--- src/crd_pkg.sv ---
// Package for the clipping run detector: widths, register codes, reset values and shared types.
`default_nettype none
package crd_pkg;

    // Fixed field widths.
    localparam int SAMPLE_BITS = 24;
    localparam int INDEX_BITS  = 32;
    localparam int COUNT_BITS  = 32;
    localparam int LEN_BITS    = 16;
    localparam int LEVEL_BITS  = 24;
    localparam int DATA_BITS   = 32;
    localparam int ADDR_BITS   = 4;

    // Full-scale magnitude of a sample.
    localparam int unsigned SAMPLE_FULL_SCALE = 2 ** (SAMPLE_BITS - 1);

    // Register reset values.
    localparam logic [LEN_BITS-1:0]   MIN_RUN_RESET    = LEN_BITS'(3);
    localparam logic [LEN_BITS-1:0]   STOP_LEN_RESET   = LEN_BITS'(3);
    localparam logic [LEVEL_BITS-1:0] CLIP_LEVEL_RESET = LEVEL_BITS'(SAMPLE_FULL_SCALE - 1);
    localparam logic [INDEX_BITS-1:0] BASE_INDEX_RESET = '0;

    // Saturation limit of the counters.
    localparam logic [COUNT_BITS-1:0] COUNT_MAX = '1;

    // Register index codes, taken from paddr word address.
    typedef enum logic [1:0] {
        REG_MIN_RUN,
        REG_STOP_LEN,
        REG_CLIP_LEVEL,
        REG_BASE_INDEX
    } t_reg_idx;

    // Configuration register set.
    typedef struct packed {
        logic [LEN_BITS-1:0]   min_run;
        logic [LEN_BITS-1:0]   stop_len;
        logic [LEVEL_BITS-1:0] clip_level;
        logic [INDEX_BITS-1:0] base_index;
    } t_cfg;

    // Classified item held in the input register.
    typedef struct packed {
        logic clipped;
        logic last;
    } t_item;

    // One run label.
    typedef struct packed {
        logic [INDEX_BITS-1:0] run_start;
        logic [INDEX_BITS-1:0] run_end;
        logic [COUNT_BITS-1:0] clipped_count;
        logic [COUNT_BITS-1:0] span_count;
    } t_result;

endpackage
`default_nettype wire

--- src/crd_in_if.sv ---
// Input channel interface: one audio sample item per handshake.
`default_nettype none
interface crd_in_if;
    logic                                    valid;
    logic                                    ready;
    logic signed [crd_pkg::SAMPLE_BITS-1:0]  sample;
    logic                                    last_sample;

    modport source (output valid, output sample, output last_sample, input ready);
    modport sink   (input valid, input sample, input last_sample, output ready);
endinterface
`default_nettype wire

--- src/crd_out_if.sv ---
// Output channel interface: one run label item per handshake.
`default_nettype none
interface crd_out_if;
    logic                             valid;
    logic                             ready;
    logic [crd_pkg::INDEX_BITS-1:0]   run_start;
    logic [crd_pkg::INDEX_BITS-1:0]   run_end;
    logic [crd_pkg::COUNT_BITS-1:0]   clipped_count;
    logic [crd_pkg::COUNT_BITS-1:0]   span_count;

    modport source (output valid, output run_start, output run_end,
                    output clipped_count, output span_count, input ready);
    modport sink   (input valid, input run_start, input run_end,
                    input clipped_count, input span_count, output ready);
endinterface
`default_nettype wire

--- src/crd_cfg.sv ---
// APB-style configuration registers of the clipping run detector.
`default_nettype none
module crd_cfg (
    input  wire logic                          i_clk,
    input  wire logic                          i_rst_n,
    input  wire logic                          i_psel,
    input  wire logic                          i_penable,
    input  wire logic                          i_pwrite,
    input  wire logic [crd_pkg::ADDR_BITS-1:0] i_paddr,
    input  wire logic [crd_pkg::DATA_BITS-1:0] i_pwdata,
    output logic      [crd_pkg::DATA_BITS-1:0] o_prdata,
    output logic                               o_pready,
    output crd_pkg::t_cfg                      o_cfg
);

    crd_pkg::t_cfg    r_cfg;
    crd_pkg::t_cfg    n_cfg;
    crd_pkg::t_reg_idx w_idx;
    logic             w_write;

    assign w_idx    = crd_pkg::t_reg_idx'(i_paddr[3:2]);
    assign w_write  = i_psel && i_penable && i_pwrite;
    assign o_pready = 1'b1;
    assign o_cfg    = r_cfg;

    // Register write decode.
    always_comb begin
        n_cfg = r_cfg;
        if (w_write) begin
            unique case (w_idx)
                crd_pkg::REG_MIN_RUN:    n_cfg.min_run    = i_pwdata[crd_pkg::LEN_BITS-1:0];
                crd_pkg::REG_STOP_LEN:   n_cfg.stop_len   = i_pwdata[crd_pkg::LEN_BITS-1:0];
                crd_pkg::REG_CLIP_LEVEL: n_cfg.clip_level = i_pwdata[crd_pkg::LEVEL_BITS-1:0];
                crd_pkg::REG_BASE_INDEX: n_cfg.base_index = i_pwdata[crd_pkg::INDEX_BITS-1:0];
                default: ;
            endcase
        end
    end

    always_ff @(posedge i_clk) begin
        if (!i_rst_n) begin
            r_cfg.min_run    <= crd_pkg::MIN_RUN_RESET;
            r_cfg.stop_len   <= crd_pkg::STOP_LEN_RESET;
            r_cfg.clip_level <= crd_pkg::CLIP_LEVEL_RESET;
            r_cfg.base_index <= crd_pkg::BASE_INDEX_RESET;
        end else begin
            r_cfg <= n_cfg;
        end
    end

    // Register read mux.
    always_comb begin
        unique case (w_idx)
            crd_pkg::REG_MIN_RUN:    o_prdata = crd_pkg::DATA_BITS'(r_cfg.min_run);
            crd_pkg::REG_STOP_LEN:   o_prdata = crd_pkg::DATA_BITS'(r_cfg.stop_len);
            crd_pkg::REG_CLIP_LEVEL: o_prdata = crd_pkg::DATA_BITS'(r_cfg.clip_level);
            crd_pkg::REG_BASE_INDEX: o_prdata = crd_pkg::DATA_BITS'(r_cfg.base_index);
            default:                 o_prdata = '0;
        endcase
    end

endmodule
`default_nettype wire

--- src/crd_in_stage.sv ---
// Input register: takes a sample item and holds its clip decision and channel-end flag.
`default_nettype none
module crd_in_stage (
    input  wire logic                           i_clk,
    input  wire logic                           i_rst_n,
    crd_in_if.sink                              i_in,
    input  wire logic [crd_pkg::LEVEL_BITS-1:0] i_clip_level,
    input  wire logic                           i_pop,
    output logic                                o_valid,
    output crd_pkg::t_item                      o_item
);

    logic                             r_valid;
    crd_pkg::t_item                   r_item;
    logic [crd_pkg::SAMPLE_BITS-1:0]  w_mag;
    logic                             w_take;

    // The register is free when empty or when the core drains it this cycle.
    assign i_in.ready = !r_valid || i_pop;
    assign w_take     = i_in.valid && i_in.ready;

    // Magnitude of a two's complement sample; the most negative value maps to full scale.
    assign w_mag = i_in.sample[crd_pkg::SAMPLE_BITS-1] ? (~i_in.sample + 1'b1) : i_in.sample;

    always_ff @(posedge i_clk) begin
        if (!i_rst_n) begin
            r_valid <= 1'b0;
        end else if (w_take) begin
            r_valid <= 1'b1;
        end else if (i_pop) begin
            r_valid <= 1'b0;
        end
    end

    always_ff @(posedge i_clk) begin
        if (w_take) begin
            r_item.clipped <= (crd_pkg::LEVEL_BITS'(w_mag) >= i_clip_level);
            r_item.last    <= i_in.last_sample;
        end
    end

    assign o_valid = r_valid;
    assign o_item  = r_item;

endmodule
`default_nettype wire

--- src/crd_core.sv ---
// Run tracking state and the per-sample update that forms a label.
`default_nettype none
module crd_core (
    input  wire logic    i_clk,
    input  wire logic    i_rst_n,
    input  wire crd_pkg::t_cfg  i_cfg,
    input  wire logic    i_valid,
    input  wire crd_pkg::t_item i_item,
    input  wire logic    i_out_free,
    output logic         o_pop,
    output logic         o_push,
    output crd_pkg::t_result o_result
);

    logic [crd_pkg::COUNT_BITS-1:0] r_sample_position, n_sample_position;
    logic [crd_pkg::COUNT_BITS-1:0] r_clip_run, n_clip_run;
    logic [crd_pkg::LEN_BITS-1:0]   r_quiet_run, n_quiet_run;
    logic [crd_pkg::COUNT_BITS-1:0] r_span_run, n_span_run;
    logic [crd_pkg::INDEX_BITS-1:0] r_first_clip_index, n_first_clip_index;

    logic [crd_pkg::INDEX_BITS-1:0] w_abs_index;
    logic [crd_pkg::COUNT_BITS-1:0] w_clip_inc;
    logic [crd_pkg::COUNT_BITS-1:0] w_span_inc;
    logic [crd_pkg::COUNT_BITS-1:0] w_pos_inc;
    logic [crd_pkg::LEN_BITS-1:0]   w_quiet_inc;
    logic [crd_pkg::COUNT_BITS-1:0] w_stop_wide;
    logic                           w_qualified;
    logic                           w_emit;

    // Shared arithmetic on the current state.
    assign w_abs_index = i_cfg.base_index + crd_pkg::INDEX_BITS'(r_sample_position);
    assign w_clip_inc  = (r_clip_run == crd_pkg::COUNT_MAX) ? r_clip_run : r_clip_run + 1'b1;
    assign w_span_inc  = (r_span_run == crd_pkg::COUNT_MAX) ? r_span_run : r_span_run + 1'b1;
    assign w_pos_inc   = (r_sample_position == crd_pkg::COUNT_MAX) ?
                         r_sample_position : r_sample_position + 1'b1;
    assign w_quiet_inc = r_quiet_run + 1'b1;
    assign w_stop_wide = crd_pkg::COUNT_BITS'(i_cfg.stop_len);
    assign w_qualified = (r_clip_run != '0) &&
                         (r_clip_run >= crd_pkg::COUNT_BITS'(i_cfg.min_run));

    // A qualified run closes on the unclipped sample that completes the quiet count.
    assign w_emit = !i_item.clipped && w_qualified && (w_quiet_inc >= i_cfg.stop_len);

    // Items that make no label pass even while the output register is full.
    assign o_pop  = i_valid && (!w_emit || i_out_free);
    assign o_push = o_pop && w_emit;

    // Label fields.
    always_comb begin
        o_result.run_start     = r_first_clip_index;
        o_result.run_end       = w_abs_index - crd_pkg::INDEX_BITS'(i_cfg.stop_len);
        o_result.clipped_count = r_clip_run;
        o_result.span_count    = (w_span_inc >= w_stop_wide) ? (w_span_inc - w_stop_wide) : '0;
    end

    // Next state of the run counters.
    always_comb begin
        n_sample_position  = r_sample_position;
        n_clip_run         = r_clip_run;
        n_quiet_run        = r_quiet_run;
        n_span_run         = r_span_run;
        n_first_clip_index = r_first_clip_index;
        if (o_pop) begin
            if (i_item.clipped) begin
                // A clipped sample opens a run or clears the quiet count of an open one.
                if (r_clip_run == '0) begin
                    n_first_clip_index = w_abs_index;
                    n_span_run         = crd_pkg::COUNT_BITS'(1);
                end else begin
                    n_quiet_run = '0;
                    n_span_run  = w_span_inc;
                end
                n_clip_run = w_clip_inc;
            end else if (w_qualified) begin
                n_quiet_run = w_quiet_inc;
                n_span_run  = w_span_inc;
                if (w_emit) begin
                    n_clip_run  = '0;
                    n_quiet_run = '0;
                    n_span_run  = '0;
                end
            end else begin
                // A short run is dropped at its first unclipped sample.
                n_clip_run  = '0;
                n_quiet_run = '0;
            end
            n_sample_position = w_pos_inc;
            // Channel end clears everything, dropping any open run.
            if (i_item.last) begin
                n_sample_position  = '0;
                n_clip_run         = '0;
                n_quiet_run        = '0;
                n_span_run         = '0;
                n_first_clip_index = '0;
            end
        end
    end

    always_ff @(posedge i_clk) begin
        if (!i_rst_n) begin
            r_sample_position  <= '0;
            r_clip_run         <= '0;
            r_quiet_run        <= '0;
            r_span_run         <= '0;
            r_first_clip_index <= '0;
        end else begin
            r_sample_position  <= n_sample_position;
            r_clip_run         <= n_clip_run;
            r_quiet_run        <= n_quiet_run;
            r_span_run         <= n_span_run;
            r_first_clip_index <= n_first_clip_index;
        end
    end

    // The quiet count only exists inside an open run.
    a_quiet_in_run: assert property (@(posedge i_clk) disable iff (!i_rst_n)
        (r_clip_run == '0) |-> (r_quiet_run == '0))
        else $error("quiet count set with no open run");

    // A label comes only from an unclipped sample closing an open run.
    a_push_source: assert property (@(posedge i_clk) disable iff (!i_rst_n)
        o_push |-> (r_clip_run != '0) && !i_item.clipped && i_out_free)
        else $error("label pushed without a closing sample or output space");

    // The end of a channel leaves all run state cleared.
    a_last_clears: assert property (@(posedge i_clk) disable iff (!i_rst_n)
        (o_pop && i_item.last) |=> (r_sample_position == '0) && (r_clip_run == '0) &&
                                   (r_span_run == '0))
        else $error("state not cleared after channel end");

    // Within a channel the position always moves past zero.
    a_position_moves: assert property (@(posedge i_clk) disable iff (!i_rst_n)
        (o_pop && !i_item.last) |=> (r_sample_position != '0))
        else $error("sample position did not advance");

endmodule
`default_nettype wire

--- src/crd_out_reg.sv ---
// Output register: holds one run label until the receiver takes it.
`default_nettype none
module crd_out_reg (
    input  wire logic       i_clk,
    input  wire logic       i_rst_n,
    input  wire logic       i_push,
    input  wire crd_pkg::t_result i_result,
    output logic            o_free,
    crd_out_if.source       o_out
);

    logic             r_valid;
    crd_pkg::t_result r_result;

    // Free when empty or when the held label leaves this cycle.
    assign o_free = !r_valid || o_out.ready;

    always_ff @(posedge i_clk) begin
        if (!i_rst_n) begin
            r_valid <= 1'b0;
        end else if (i_push) begin
            r_valid <= 1'b1;
        end else if (o_out.ready) begin
            r_valid <= 1'b0;
        end
    end

    always_ff @(posedge i_clk) begin
        if (i_push) begin
            r_result <= i_result;
        end
    end

    assign o_out.valid         = r_valid;
    assign o_out.run_start     = r_result.run_start;
    assign o_out.run_end       = r_result.run_end;
    assign o_out.clipped_count = r_result.clipped_count;
    assign o_out.span_count    = r_result.span_count;

endmodule
`default_nettype wire

--- src/clipping_run_detector_top.sv ---
// Top level of the clipping run detector.
//
// Samples enter on i_in (valid/ready, signed sample plus last_sample flag).
// Run labels leave on o_out (valid/ready, run_start, run_end, clipped_count,
// span_count). Zero or one label is produced per sample.
// Registers min_run, stop_len, clip_level and base_index sit on an APB-style
// port at byte addresses 0, 4, 8 and 12; pready is always high. Write them
// only while no item is in flight.
// Throughput is one sample per cycle while no closing sample waits for the
// output register: the run counters update from the input register with
// no stage between, so the state loop closes every cycle. A label is formed
// from its sample in the input register and held in the output register.
// When the receiver stalls, samples that close no run keep flowing; the
// sample that closes a run waits in the input register until the held label
// is taken, and i_in.ready drops behind it.
// Reset clears the run state, empties both registers and restores the
// register defaults; no clearing pass follows, items are taken at once.
`default_nettype none
module clipping_run_detector_top (
    input  wire logic                          i_clk,
    input  wire logic                          i_rst_n,
    crd_in_if.sink                             i_in,
    crd_out_if.source                          o_out,
    input  wire logic                          i_psel,
    input  wire logic                          i_penable,
    input  wire logic                          i_pwrite,
    input  wire logic [crd_pkg::ADDR_BITS-1:0] i_paddr,
    input  wire logic [crd_pkg::DATA_BITS-1:0] i_pwdata,
    output logic      [crd_pkg::DATA_BITS-1:0] o_prdata,
    output logic                               o_pready
);

    crd_pkg::t_cfg    w_cfg;
    crd_pkg::t_item   w_item;
    crd_pkg::t_result w_result;
    logic             w_item_valid;
    logic             w_pop;
    logic             w_push;
    logic             w_out_free;

    // Configuration registers.
    crd_cfg u_cfg (
        .i_clk     (i_clk),
        .i_rst_n   (i_rst_n),
        .i_psel    (i_psel),
        .i_penable (i_penable),
        .i_pwrite  (i_pwrite),
        .i_paddr   (i_paddr),
        .i_pwdata  (i_pwdata),
        .o_prdata  (o_prdata),
        .o_pready  (o_pready),
        .o_cfg     (w_cfg)
    );

    // Input register with clip decision.
    crd_in_stage u_in_stage (
        .i_clk        (i_clk),
        .i_rst_n      (i_rst_n),
        .i_in         (i_in),
        .i_clip_level (w_cfg.clip_level),
        .i_pop        (w_pop),
        .o_valid      (w_item_valid),
        .o_item       (w_item)
    );

    // Run state and label forming.
    crd_core u_core (
        .i_clk      (i_clk),
        .i_rst_n    (i_rst_n),
        .i_cfg      (w_cfg),
        .i_valid    (w_item_valid),
        .i_item     (w_item),
        .i_out_free (w_out_free),
        .o_pop      (w_pop),
        .o_push     (w_push),
        .o_result   (w_result)
    );

    // Output register.
    crd_out_reg u_out_reg (
        .i_clk    (i_clk),
        .i_rst_n  (i_rst_n),
        .i_push   (w_push),
        .i_result (w_result),
        .o_free   (w_out_free),
        .o_out    (o_out)
    );

endmodule
`default_nettype wire
--- src/flat_wrapper.sv ---
// flat-port wrapper written by rule: the top's interface ports become plain ports
module clipping_run_detector_top_flat 
  (i_clk, i_rst_n, i_psel, i_penable, i_pwrite, i_paddr, i_pwdata, o_prdata, o_pready, i_in_valid, i_in_sample, i_in_last_sample, i_in_ready, o_out_valid, o_out_run_start, o_out_run_end, o_out_clipped_count, o_out_span_count, o_out_ready);
  crd_in_if i_in_i ();
  crd_out_if o_out_i ();
  input  wire logic i_clk;
  input  wire logic i_rst_n;
  input  wire logic i_psel;
  input  wire logic i_penable;
  input  wire logic i_pwrite;
  input  wire logic [crd_pkg::ADDR_BITS-1:0] i_paddr;
  input  wire logic [crd_pkg::DATA_BITS-1:0] i_pwdata;
  output logic      [crd_pkg::DATA_BITS-1:0] o_prdata;
  output logic o_pready;
  input wire logic [$bits(i_in_i.valid)-1:0] i_in_valid;
  input wire logic [$bits(i_in_i.sample)-1:0] i_in_sample;
  input wire logic [$bits(i_in_i.last_sample)-1:0] i_in_last_sample;
  output wire logic [$bits(i_in_i.ready)-1:0] i_in_ready;
  output wire logic [$bits(o_out_i.valid)-1:0] o_out_valid;
  output wire logic [$bits(o_out_i.run_start)-1:0] o_out_run_start;
  output wire logic [$bits(o_out_i.run_end)-1:0] o_out_run_end;
  output wire logic [$bits(o_out_i.clipped_count)-1:0] o_out_clipped_count;
  output wire logic [$bits(o_out_i.span_count)-1:0] o_out_span_count;
  input wire logic [$bits(o_out_i.ready)-1:0] o_out_ready;
  assign i_in_i.valid = i_in_valid;
  assign i_in_i.sample = i_in_sample;
  assign i_in_i.last_sample = i_in_last_sample;
  assign i_in_ready = i_in_i.ready;
  assign o_out_valid = o_out_i.valid;
  assign o_out_run_start = o_out_i.run_start;
  assign o_out_run_end = o_out_i.run_end;
  assign o_out_clipped_count = o_out_i.clipped_count;
  assign o_out_span_count = o_out_i.span_count;
  assign o_out_i.ready = o_out_ready;
  clipping_run_detector_top u_core (.i_clk(i_clk), .i_rst_n(i_rst_n), .i_in(i_in_i), .o_out(o_out_i), .i_psel(i_psel), .i_penable(i_penable), .i_pwrite(i_pwrite), .i_paddr(i_paddr), .i_pwdata(i_pwdata), .o_prdata(o_prdata), .o_pready(o_pready));
endmodule
--- config.mk ---
export PLATFORM = sky130hd
export DESIGN_NAME = clipping_run_detector_top_flat
export DESIGN_NICKNAME = d
export VERILOG_FILES = /design/src/crd_pkg.sv /design/src/crd_in_if.sv /design/src/crd_out_if.sv /design/src/crd_cfg.sv /design/src/crd_in_stage.sv /design/src/crd_core.sv /design/src/crd_out_reg.sv /design/src/clipping_run_detector_top.sv /design/src/flat_wrapper.sv
export SDC_FILE = /design/constraint.sdc
export NUM_CORES = 1
export LEC_CHECK = 0
export BUFFER_PORTS_ARGS = -buffer_cell sky130_fd_sc_hd__buf_4
export CAP_MARGIN = 25
export CORE_UTILIZATION = 30
export CTS_CLUSTER_SIZE = 12
export DETAILED_ROUTE_END_ITERATION = 7
export HOLD_SLACK_MARGIN = 0.15
export PLACE_DENSITY_LB_ADDON = 0.15
export SYNTH_ARGS = -nofsm -noshare
export SYNTH_HDL_FRONTEND = slang
export SYNTH_SLANG_ARGS = --single-unit
--- constraint.sdc ---
create_clock -name i_clk -period 12.45 [get_ports i_clk]
set_input_delay 2.49 -clock i_clk [delete_from_list [all_inputs] [get_ports i_clk]]
set_output_delay 2.49 -clock i_clk [all_outputs]
set_load 0.02 [all_outputs]
==> summary.txt, run 1 <==
Routing
  • Vias per cell: 5.21
  • Drt initial violations: ~1400
  • Routed Antenna Nets: 0
  • Routed vias: 17862
  • Final WL: roughly 65 mm
  • DRC: 0
  • Drt wl/cell: ~19 um
  • DR pass1 iterations: 5

Yosys
  • Post-synth ARST share: 0%
  • Top cells by area, synth: dfxtp_1, edfxtp_1, ha_1
  • Area of the mapped netlist: roughly 0.021 mm^2
  • Synth top area share: between 20% and 30%
  • Seq cells post-synth: 364
  • Number of synthesized flops with an enable pin: 130
  • Sequential share of the synthesized area: around two fifths
  • Syn nets: ~2500
  • Area leader, netlist: dfxtp_1
  • Post-synth top cells: nand2_1, dfxtp_1, a21oi_1
  • Ys Warns: 0
  • Count leader, synth: nand2_1
  • Synth Instances: about 2300
  • Synth Flop Type: dfxtp_1
  • Synth cell types: between 80 and 90
  • Avg Synthesized Cell Area: slightly below 9 um^2

Cells and area
  • Ant diodes: 0
  • Fillers: 6870
  • Area growth, synth to finish: 19.8%
  • Final Instance Count excl. Fillers: roughly 3400
  • Multi-input logic area: about 0.011 mm^2
  • Area occupied by registers: around 0.0086 mm^2
  • Final Net Count: around 2700
  • Share of cells above drive strength 1: between 10% and 20%

STA
  • Crit path time final: approximately 7000 ps
  • Tcrit/Tclk final: a little under three fifths
  • Final setup viols: 0
  • Fin Setup TNS: 0 ps
  • Worst slew margin: 31.4%
  • Endpoints failing hold: 0
  • RSZ-0062 raised after global routing: false
  • FMAX: 142 MHz
  • Slew Viols, Final: 0
  • Worst-Margin Slew: approximately 1000 ps
  • Worst Skew: ~24 ps

Global routing
  • Initial antenna violation count: 1
  • First-pass GRT wire length: ~100 mm
  • Vias in the first global route: 16806
  • Largest net degree at the start of global routing: 66
  • GRT Overall Usage: a little under a fifth
  • Aggregate global routing overflow: 0

Clock tree
  • Post-CTS Hold Fix Bufs: 0
  • CTS tree: yes
  • Clock Path Buffers: 3
  • CTS Root Cell: clkbuf_16
  • Clock sinks: approximately 360
  • Total CTS buffers: 45
  • Post-CTS setup buffer count: 0
  • Post-CTS resize count: 0
  • CTS clk-pin slew, worst paths: about 60 ps
  • # H-tree levels: 2
  • Clock latency on the worst-skew pair: a little under 600 ps

Setup path
  • Critical Path Sink Type: output pin
  • Flop-to-flop setup slack: 6960 ps
  • Reg-to-reg startpoint: u_core.u_core.r_span_run[0]
  • CP Data Required Time: about 10000 ps
  • CP max FO: 8
  • Worst setup path end: i_in_ready
  • Reg-to-Reg End: u_core.u_out_reg.o_out.span_count[7]
  • Critical path type: reg2out
  • CP Launch Point: u_core.u_core.r_quiet_run[0]
  • Startpoint Class: flip-flop
  • Reg2Reg Depth: 18
  • Critical Path AT: between 4000 and 5000 ps

Power
  • Switching power: 0.000667 W
  • Sw frac: about a quarter
  • Sequential share of power: between 40 and 50%
  • Leakage: roughly 10 nW
  • Clk pwr share: between 40% and 50%
  • Pwr dens: between 100 and 150 mW/mm^2
  • Combinational Power Share: a little under 8%
  • Internal power: ~0.0021 W
  • Peak supply drop: about 0.000078 V

Floorplanning
  • Die H: about 260 um
  • Core Area: about 0.068 mm^2
  • Die W: about 260 um
  • Rows: between 90 and 100
  • Area of the die: around 0.070 mm^2
  • Initial Util: 30.5%
  • IO Pins: ~230

Run
  • Max-capacitance violation count: 0

Place
  • Dpl hpwl: 48.2 mm
  • I/O Buffers: 227
  • Placer Congestion: ~0.83
  • Inst Count DP: about 3300

Hold path
  • Hold Path Class: reg2reg

Run status
  • Status: complete, no violations
sequential cells by signal, summed over array words and instances (netlist names):
signal,cells
u_core.u_cfg.o_cfg,88
u_core.u_core.r_clip_run,32
u_core.u_core.r_first_clip_index,32
u_core.u_core.r_quiet_run,16
u_core.u_core.r_sample_position,32
u_core.u_core.r_span_run,32
u_core.u_in_stage.o_item,2
u_core.u_in_stage.o_valid,1
u_core.u_out_reg.o_out.clipped_count,32
u_core.u_out_reg.o_out.run_end,32
u_core.u_out_reg.o_out.run_start,32
u_core.u_out_reg.o_out.span_count,32
u_core.u_out_reg.o_out.valid,1
cells by family after synthesis:
kind of cell | count (synthesis) | synth area share, %
xor+xnor | 173 | 7.38
other cells | 1 | 0.0182
compound gates | 523 | 15.2
flops | 364 | 41.6
mux | 32 | 2.54
fa+ha+maj | 128 | 7.87
simple gates | 910 | 21.5
buf+inv | 206 | 3.88
metal layers:
layer | vias to the layer above | wire (um) | global-route usage [%]
met5 | - | 11 | 0
met4 | 2 | 959 | 3.55
met3 | 70 | 2970 | 2.80
met2 | 475 | 29000 | 28.9
met1 | 8555 | 31700 | 25.8
li1 | 8760 | - | -
area by class of cell:
type,instances,area share (%)
multi-input combinational,1767,45.7
inverter,96,1.46
sequential,364,34.7
tap,873,4.42
clock buffer,60,5.08
clock inverter,24,0.982
timing repair buffer,244,7.60
cell usage in the layout, fill, tap and decap left out, types with 94 or more instances in the layout:
cell type | synthesis | layout
nand2_1 | 312 | 312
buf_4 | 3 | 241
dfxtp_1 | 234 | 234
a21oi_1 | 214 | 214
nor2_1 | 212 | 209
edfxtp_1 | 130 | 130
xnor2_1 | 125 | 125
ha_1 | 125 | 125
o21ai_0 | 117 | 117
inv_1 | 95 | 94
stage by stage:
stage | power [W] | setup slack, ps | hold WS, ps | utilization (%) | cell area (um^2)
after floorplan | 0.00141 | 320 | 408 | - | 20600
after global placement | 0.00149 | 5970 | 417 | 34.2 | 23100
after detailed placement | 0.00149 | 6000 | 418 | 34.2 | 23100
after CTS | 0.00284 | 5440 | 430 | 36.4 | 24600
after global routing | 0.00292 | 5160 | 445 | 36.5 | 24700
final | 0.00280 | 5410 | 430 | 36.5 | 24700
power groups by stage:
stage               Clock (W)  Combinational, W  Sequential [W]
global route          0.00143          0.000244         0.00125
detailed placement          0          0.000220         0.00127
global placement            0          0.000217         0.00127
CTS                   0.00138          0.000221         0.00125
floorplan                   0          0.000143         0.00127
finish                0.00134          0.000223         0.00125
worst min path at each step:
stage | startpoint | to | slack (ps) | cells after the start
floorplan | u_core.u_core.r_first_clip_index[29] | u_core.u_out_reg.o_out.run_start[29] | 410 | 0
global placement | u_core.u_core.r_first_clip_index[25] | u_core.u_out_reg.o_out.run_start[25] | 420 | 0
detailed placement | u_core.u_core.r_first_clip_index[25] | u_core.u_out_reg.o_out.run_start[25] | 420 | 0
CTS | u_core.u_core.r_first_clip_index[9] | u_core.u_out_reg.o_out.run_start[9] | 430 | 0
global route | u_core.u_core.r_first_clip_index[9] | u_core.u_out_reg.o_out.run_start[9] | 440 | 0
finish | u_core.u_core.r_first_clip_index[25] | u_core.u_out_reg.o_out.run_start[25] | 430 | 0
worst max-delay path, cell delays in order (launching register included):
cell	delay [ps]
dfxtp_1	410
ha_1	280
and3_1	200
and3_1	250
and3_1	290
nand3_1	120
xnor2_1	240
ha_1	300
a21o_1	170
a21oi_1	210
o211ai_1	180
a221oi_2	730
nor2_1	240
nand3_1	170
buf_4	170
(Power assumes the default switching activity.)
==> run 2, diff against run 1 <==
==> constraint.sdc (replaced) <==
create_clock -name i_clk -period 6.5 [get_ports i_clk]
set_input_delay 1.3 -clock i_clk [delete_from_list [all_inputs] [get_ports i_clk]]
set_output_delay 1.3 -clock i_clk [all_outputs]
set_load 0.02 [all_outputs]
==> summary.txt, run 2 (synthesized netlist as in run 1, its figures left out) <==
Routing
  • DR pass1 iterations: 8
  • Vias per cell: 5.20
  • DRC: 0
  • Routed Antenna Nets: 0
  • Drt initial violations: between 1000 and 1500
  • Final WL: between 60 and 70 mm
  • Drt wl/cell: roughly 19 um
  • Routed vias: 17836

Clock tree
  • # H-tree levels: 2
  • CTS Root Cell: clkbuf_16
  • CTS tree: yes
  • CTS clk-pin slew, worst paths: around 60 ps
  • Total CTS buffers: 44
  • Clock sinks: between 300 and 400
  • Clock latency on the worst-skew pair: 580 ps
  • Post-CTS resize count: 0
  • Clock Path Buffers: 3
  • Post-CTS Hold Fix Bufs: 0
  • Post-CTS setup buffer count: 0

Global routing
  • Initial antenna violation count: 0
  • GRT Overall Usage: 18.2%
  • Aggregate global routing overflow: 0
  • Largest net degree at the start of global routing: between 70 and 80
  • Vias in the first global route: roughly 17000
  • First-pass GRT wire length: 100 mm

STA
  • Fin Setup TNS: 0 ps
  • Min Hold Slack: 431 ps
  • Worst-Margin Slew: 954 ps
  • Final setup viols: 0
  • Final WS setup: 698 ps
  • RSZ-0062 raised after global routing: false
  • Slew Viols, Final: 0
  • Worst slew margin: between 30% and 40%
  • Endpoints failing hold: 0
  • Tcrit/Tclk final: 89.3%
  • FMAX: 172 MHz
  • Worst Skew: roughly 27 ps
  • Crit path time final: 5800 ps

Cells and area
  • Area growth, synth to finish: 19.6%
  • Multi-input logic area: around 0.011 mm^2
  • Post-route cell area: 0.0247 mm^2
  • Share of cells above drive strength 1: 14.3%
  • Commonest non-fill, non-tap cell in the layout: nand2_1
  • Fillers: ~7000
  • Final Net Count: around 2700
  • Ant diodes: 0
  • Largest register FFs: slightly below 90
  • Most frequent cells in the layout: nand2_1, buf_4, dfxtp_1
  • Area occupied by registers: 0.00859 mm^2

Place
  • I/O Buffers: 227
  • Post-DP Area: between 0.02 and 0.025 mm^2
  • Dpl hpwl: between 40 and 50 mm
  • Pre-CTS WS: ~1000 ps
  • Placer Congestion: 0.855

Setup path
  • Critical Path AT: 4500 ps
  • Critical Path Sink Type: output pin
  • Critical path type: reg2out
  • Startpoint Class: flip-flop
  • CP max FO: 8
  • CP Data Required Time: 5200 ps

Hold path
  • Hold Path Class: reg2reg

Floorplanning
  • Die W: between 200 and 300 um
  • Area of the die: about 0.07 mm^2
  • Rows: 95
  • Initial Util: just over 30%
  • Die H: about 260 um
  • Core Area: about 0.068 mm^2
  • IO Pins: 231

Power
  • Leakage: between 9 and 10 nW
  • Pwr dens: 216 mW/mm^2
  • Peak supply drop: 0.000155 V

Run
  • Max-capacitance violation count: 0

Run status
  • Status: complete, no violations
-- run 2: changes by cell type in the layout (fill, tap and decap cells not counted), moves of 2 or more --
cell	before	now
clkinvlp_4	0	5
clkbuf_8	1	4
clkbuf_1	11	5
buf_4	241	243
clkbuf_16	48	45
clkinv_2	10	8
-- run 2: report_power, final --
group          internal (W)  total, W  switching [W]
combinational      0.000166  0.000422       0.000255
sequential          0.00237   0.00239      0.0000137
clock               0.00151   0.00253        0.00102
-- run 2: routing by layer --
layer	GRT usage [%]	up-vias	share of wire [%]
li1	-	8762	-
met1	25.8	8470	48
met2	29.0	520	45
met3	2.38	84	4.6
met4	4.67	0	2.1
met5	0	-	0
-- run 2: worst max-delay path, cell delays in order, from the launching register on --
cell      delay [ps]
dfxtp_1          410
ha_1             280
and3_1           200
and3_1           240
and3_1           300
nand3_1          140
xnor2_1          210
ha_1             280
a21o_1           160
a21oi_1          200
o211ai_1         170
a221oi_2         700
nor2_1           250
nand3_1          220
buf_4            170
-- run 2: final timing paths --
path	to	slack (ps)	cells after the start	from
setup / recovery	i_in_ready	700	14	u_core.u_core.r_quiet_run[0]
hold / removal	u_core.u_out_reg.o_out.run_start[2]	430	0	u_core.u_core.r_first_clip_index[2]
setup reg to reg	u_core.u_out_reg.o_out.span_count[12]	960	18	u_core.u_core.r_span_run[0]
hold reg to reg	u_core.u_out_reg.o_out.run_start[2]	430	0	u_core.u_core.r_first_clip_index[2]
-- run 2: cell type report --
| cell class | instances | share of cell area [%] |
|---|---|---|
| inverters | 96 | 1.46 |
| multi-input cells | 1767 | 45.8 |
| clock buffers | 54 | 4.86 |
| repair buffers | 245 | 7.56 |
| well taps | 873 | 4.42 |
| clock inverters | 28 | 1.15 |
| flip-flops and latches | 364 | 34.8 |
-- run 2: stage by stage --
step / power [W] / utilization [%] / cells
CTS: 0.00542 / 36.4 / 3425
global placement: 0.00285 / 34.2 / 3342
global route: 0.00554 / 36.5 / 3427
floorplan: 0.00270 / - / 2337
detailed placement: 0.00286 / 34.2 / 3343
finish: 0.00534 / 36.5 / 3427
==> run 3, diff against run 2 <==
--- a/config.mk
+++ b/config.mk
@@ -7,6 +7,7 @@
 export LEC_CHECK = 0
 export BUFFER_PORTS_ARGS = -buffer_cell sky130_fd_sc_hd__buf_4
 export CAP_MARGIN = 25
+export CORE_MARGIN = 2
 export CORE_UTILIZATION = 30
 export CTS_CLUSTER_SIZE = 12
 export DETAILED_ROUTE_END_ITERATION = 7
==> summary.txt, run 3 (synthesized netlist as in run 1, its figures left out) <==
Setup path
  • Critical-path cell list: and3_1 -> and3_1 -> and3_1 -> nand3_1 -> nor2_1 -> nand3_1 -> xnor2_1 -> ha_1 -> nand4_1 -> a21oi_1 -> a221oi_2 -> buf_4 -> nor2_1 -> nand3_1 -> buf_4
  • CP max FO: 8
  • Critical Path AT: approximately 4200 ps
  • Family with the most delay on the worst path: simple AND/OR/NAND/NOR gates
  • Critical path type: reg2out
  • CP max stage cell: dfxtp_1
  • Slowest stage delay, CP: 450 ps
  • Buf/Inv on CP: 2
  • CP Data Required Time: ~5200 ps
  • Startpoint Class: flip-flop
  • Critical Path Sink Type: output pin

Cells and area
  • Final design utilization: between 30% and 40%
  • Largest register FFs: between 80 and 90
  • Commonest non-fill, non-tap cell in the layout: nand2_1
  • Fillers: 6878
  • Final Net Count: approximately 2700
  • Most frequent cells in the layout: nand2_1, buf_4, dfxtp_1
  • Ant diodes: 0
  • Area growth, synth to finish: 19.7%
  • Share of cells above drive strength 1: 14.4%

STA
  • Endpoints failing hold: 0
  • Slew Viols, Final: 0
  • Worst slew margin: 32.1%
  • RSZ-0062 raised after global routing: false
  • Worst Skew: ~27 ps
  • FMAX: approximately 180 MHz
  • Crit path time final: around 5500 ps
  • Fin Setup TNS: 0 ps
  • Final setup viols: 0
  • Tcrit/Tclk final: a little over four fifths
  • Worst-Margin Slew: 1020 ps

Power
  • Pwr dens: around 210 mW/mm^2
  • Peak supply drop: ~0.00015 V
  • Leakage: slightly below 10 nW

Clock tree
  • CTS Root Cell: clkbuf_16
  • Post-CTS setup buffer count: 0
  • Total CTS buffers: 44
  • Clock latency on the worst-skew pair: 590 ps
  • Post-CTS resize count: 0
  • CTS clk-pin slew, worst paths: ~60 ps
  • Post-CTS Hold Fix Bufs: 0
  • Clock sinks: between 300 and 400
  • CTS tree: yes
  • # H-tree levels: 2
  • Clock Path Buffers: 3

Routing
  • Routed vias: 17765
  • Final WL: approximately 65 mm
  • Routed Antenna Nets: 0
  • Drt wl/cell: around 19 um
  • DR pass1 iterations: 5
  • Vias per cell: roughly 5.2
  • DRC: 0
  • Drt initial violations: 1174

Place
  • Placer Congestion: between 0.8 and 0.9
  • I/O Buffers: between 200 and 250
  • Dpl hpwl: 48.7 mm

Global routing
  • Layer carrying the most global-route usage: met2
  • Largest net degree at the start of global routing: 67
  • Initial antenna violation count: 3
  • Met3 usage: 3.31%
  • Vias in the first global route: 17011
  • GRT Overall Usage: 17.9%
  • First-pass GRT wire length: roughly 99 mm
  • GR Util met1: between 20% and 30%
  • Aggregate global routing overflow: 0
  • GR Layer Usage met2: roughly 29%

Floorplanning
  • Core Area: 0.0683 mm^2
  • Die H: between 200 and 300 um
  • IO Pins: roughly 230
  • Initial Util: between 30 and 40%
  • Area of the die: 0.0709 mm^2
  • Rows: 96
  • Die W: approximately 270 um

Hold path
  • Hold Path Class: reg2reg

Run
  • Max-capacitance violation count: 0

Run status
  • Status: complete, no violations
-- run 3: where the power goes --
group	leakage, nW	switching, W	internal (W)
registers	2.97	0.0000130	0.00237
clock network	0.692	0.00101	0.00142
logic	6.05	0.000260	0.000167
-- run 3: final timing paths --
| check | start | end | slack [ps] | cells past startpoint |
|---|---|---|---|---|
| min | u_core.u_core.r_first_clip_index[27] | u_core.u_out_reg.o_out.run_start[27] | 430 | 0 |
| max reg2reg | u_core.u_core.r_span_run[0] | u_core.u_out_reg.o_out.span_count[26] | 1080 | 19 |
| max | u_core.u_core.r_quiet_run[2] | i_in_ready | 990 | 15 |
| min reg2reg | u_core.u_core.r_first_clip_index[27] | u_core.u_out_reg.o_out.run_start[27] | 430 | 0 |
-- run 3: layout make-up --
type | instances | area (um^2) | area share [%]
flip-flops and latches | 364 | 8590 | 34.8
multi-input cells | 1767 | 11300 | 45.8
repair buffers | 253 | 1940 | 7.85
inverters | 96 | 362 | 1.46
clock buffers | 64 | 1260 | 5.09
clock inverters | 18 | 148 | 0.598
well taps | 882 | 1100 | 4.47
-- run 3: through the flow --
step	instance area [um^2]	power (W)	cells	hold WS (ps)	worst slack (ps)
floorplan	20600	0.00270	2337	408	276
global placement	23200	0.00285	3359	416	1140
detailed placement	23300	0.00286	3360	416	1070
CTS	24700	0.00532	3442	430	994
global route	24700	0.00545	3444	442	613
finish	24700	0.00525	3444	429	987
-- run 3: layer usage --
layer  part of all wire (%)  vias to the layer above
met1                     46                     8406
met3                    6.2                       99
met2                     45                      481
met5                  0.040                        -
met4                    2.7                        4
li1                       -                     8775
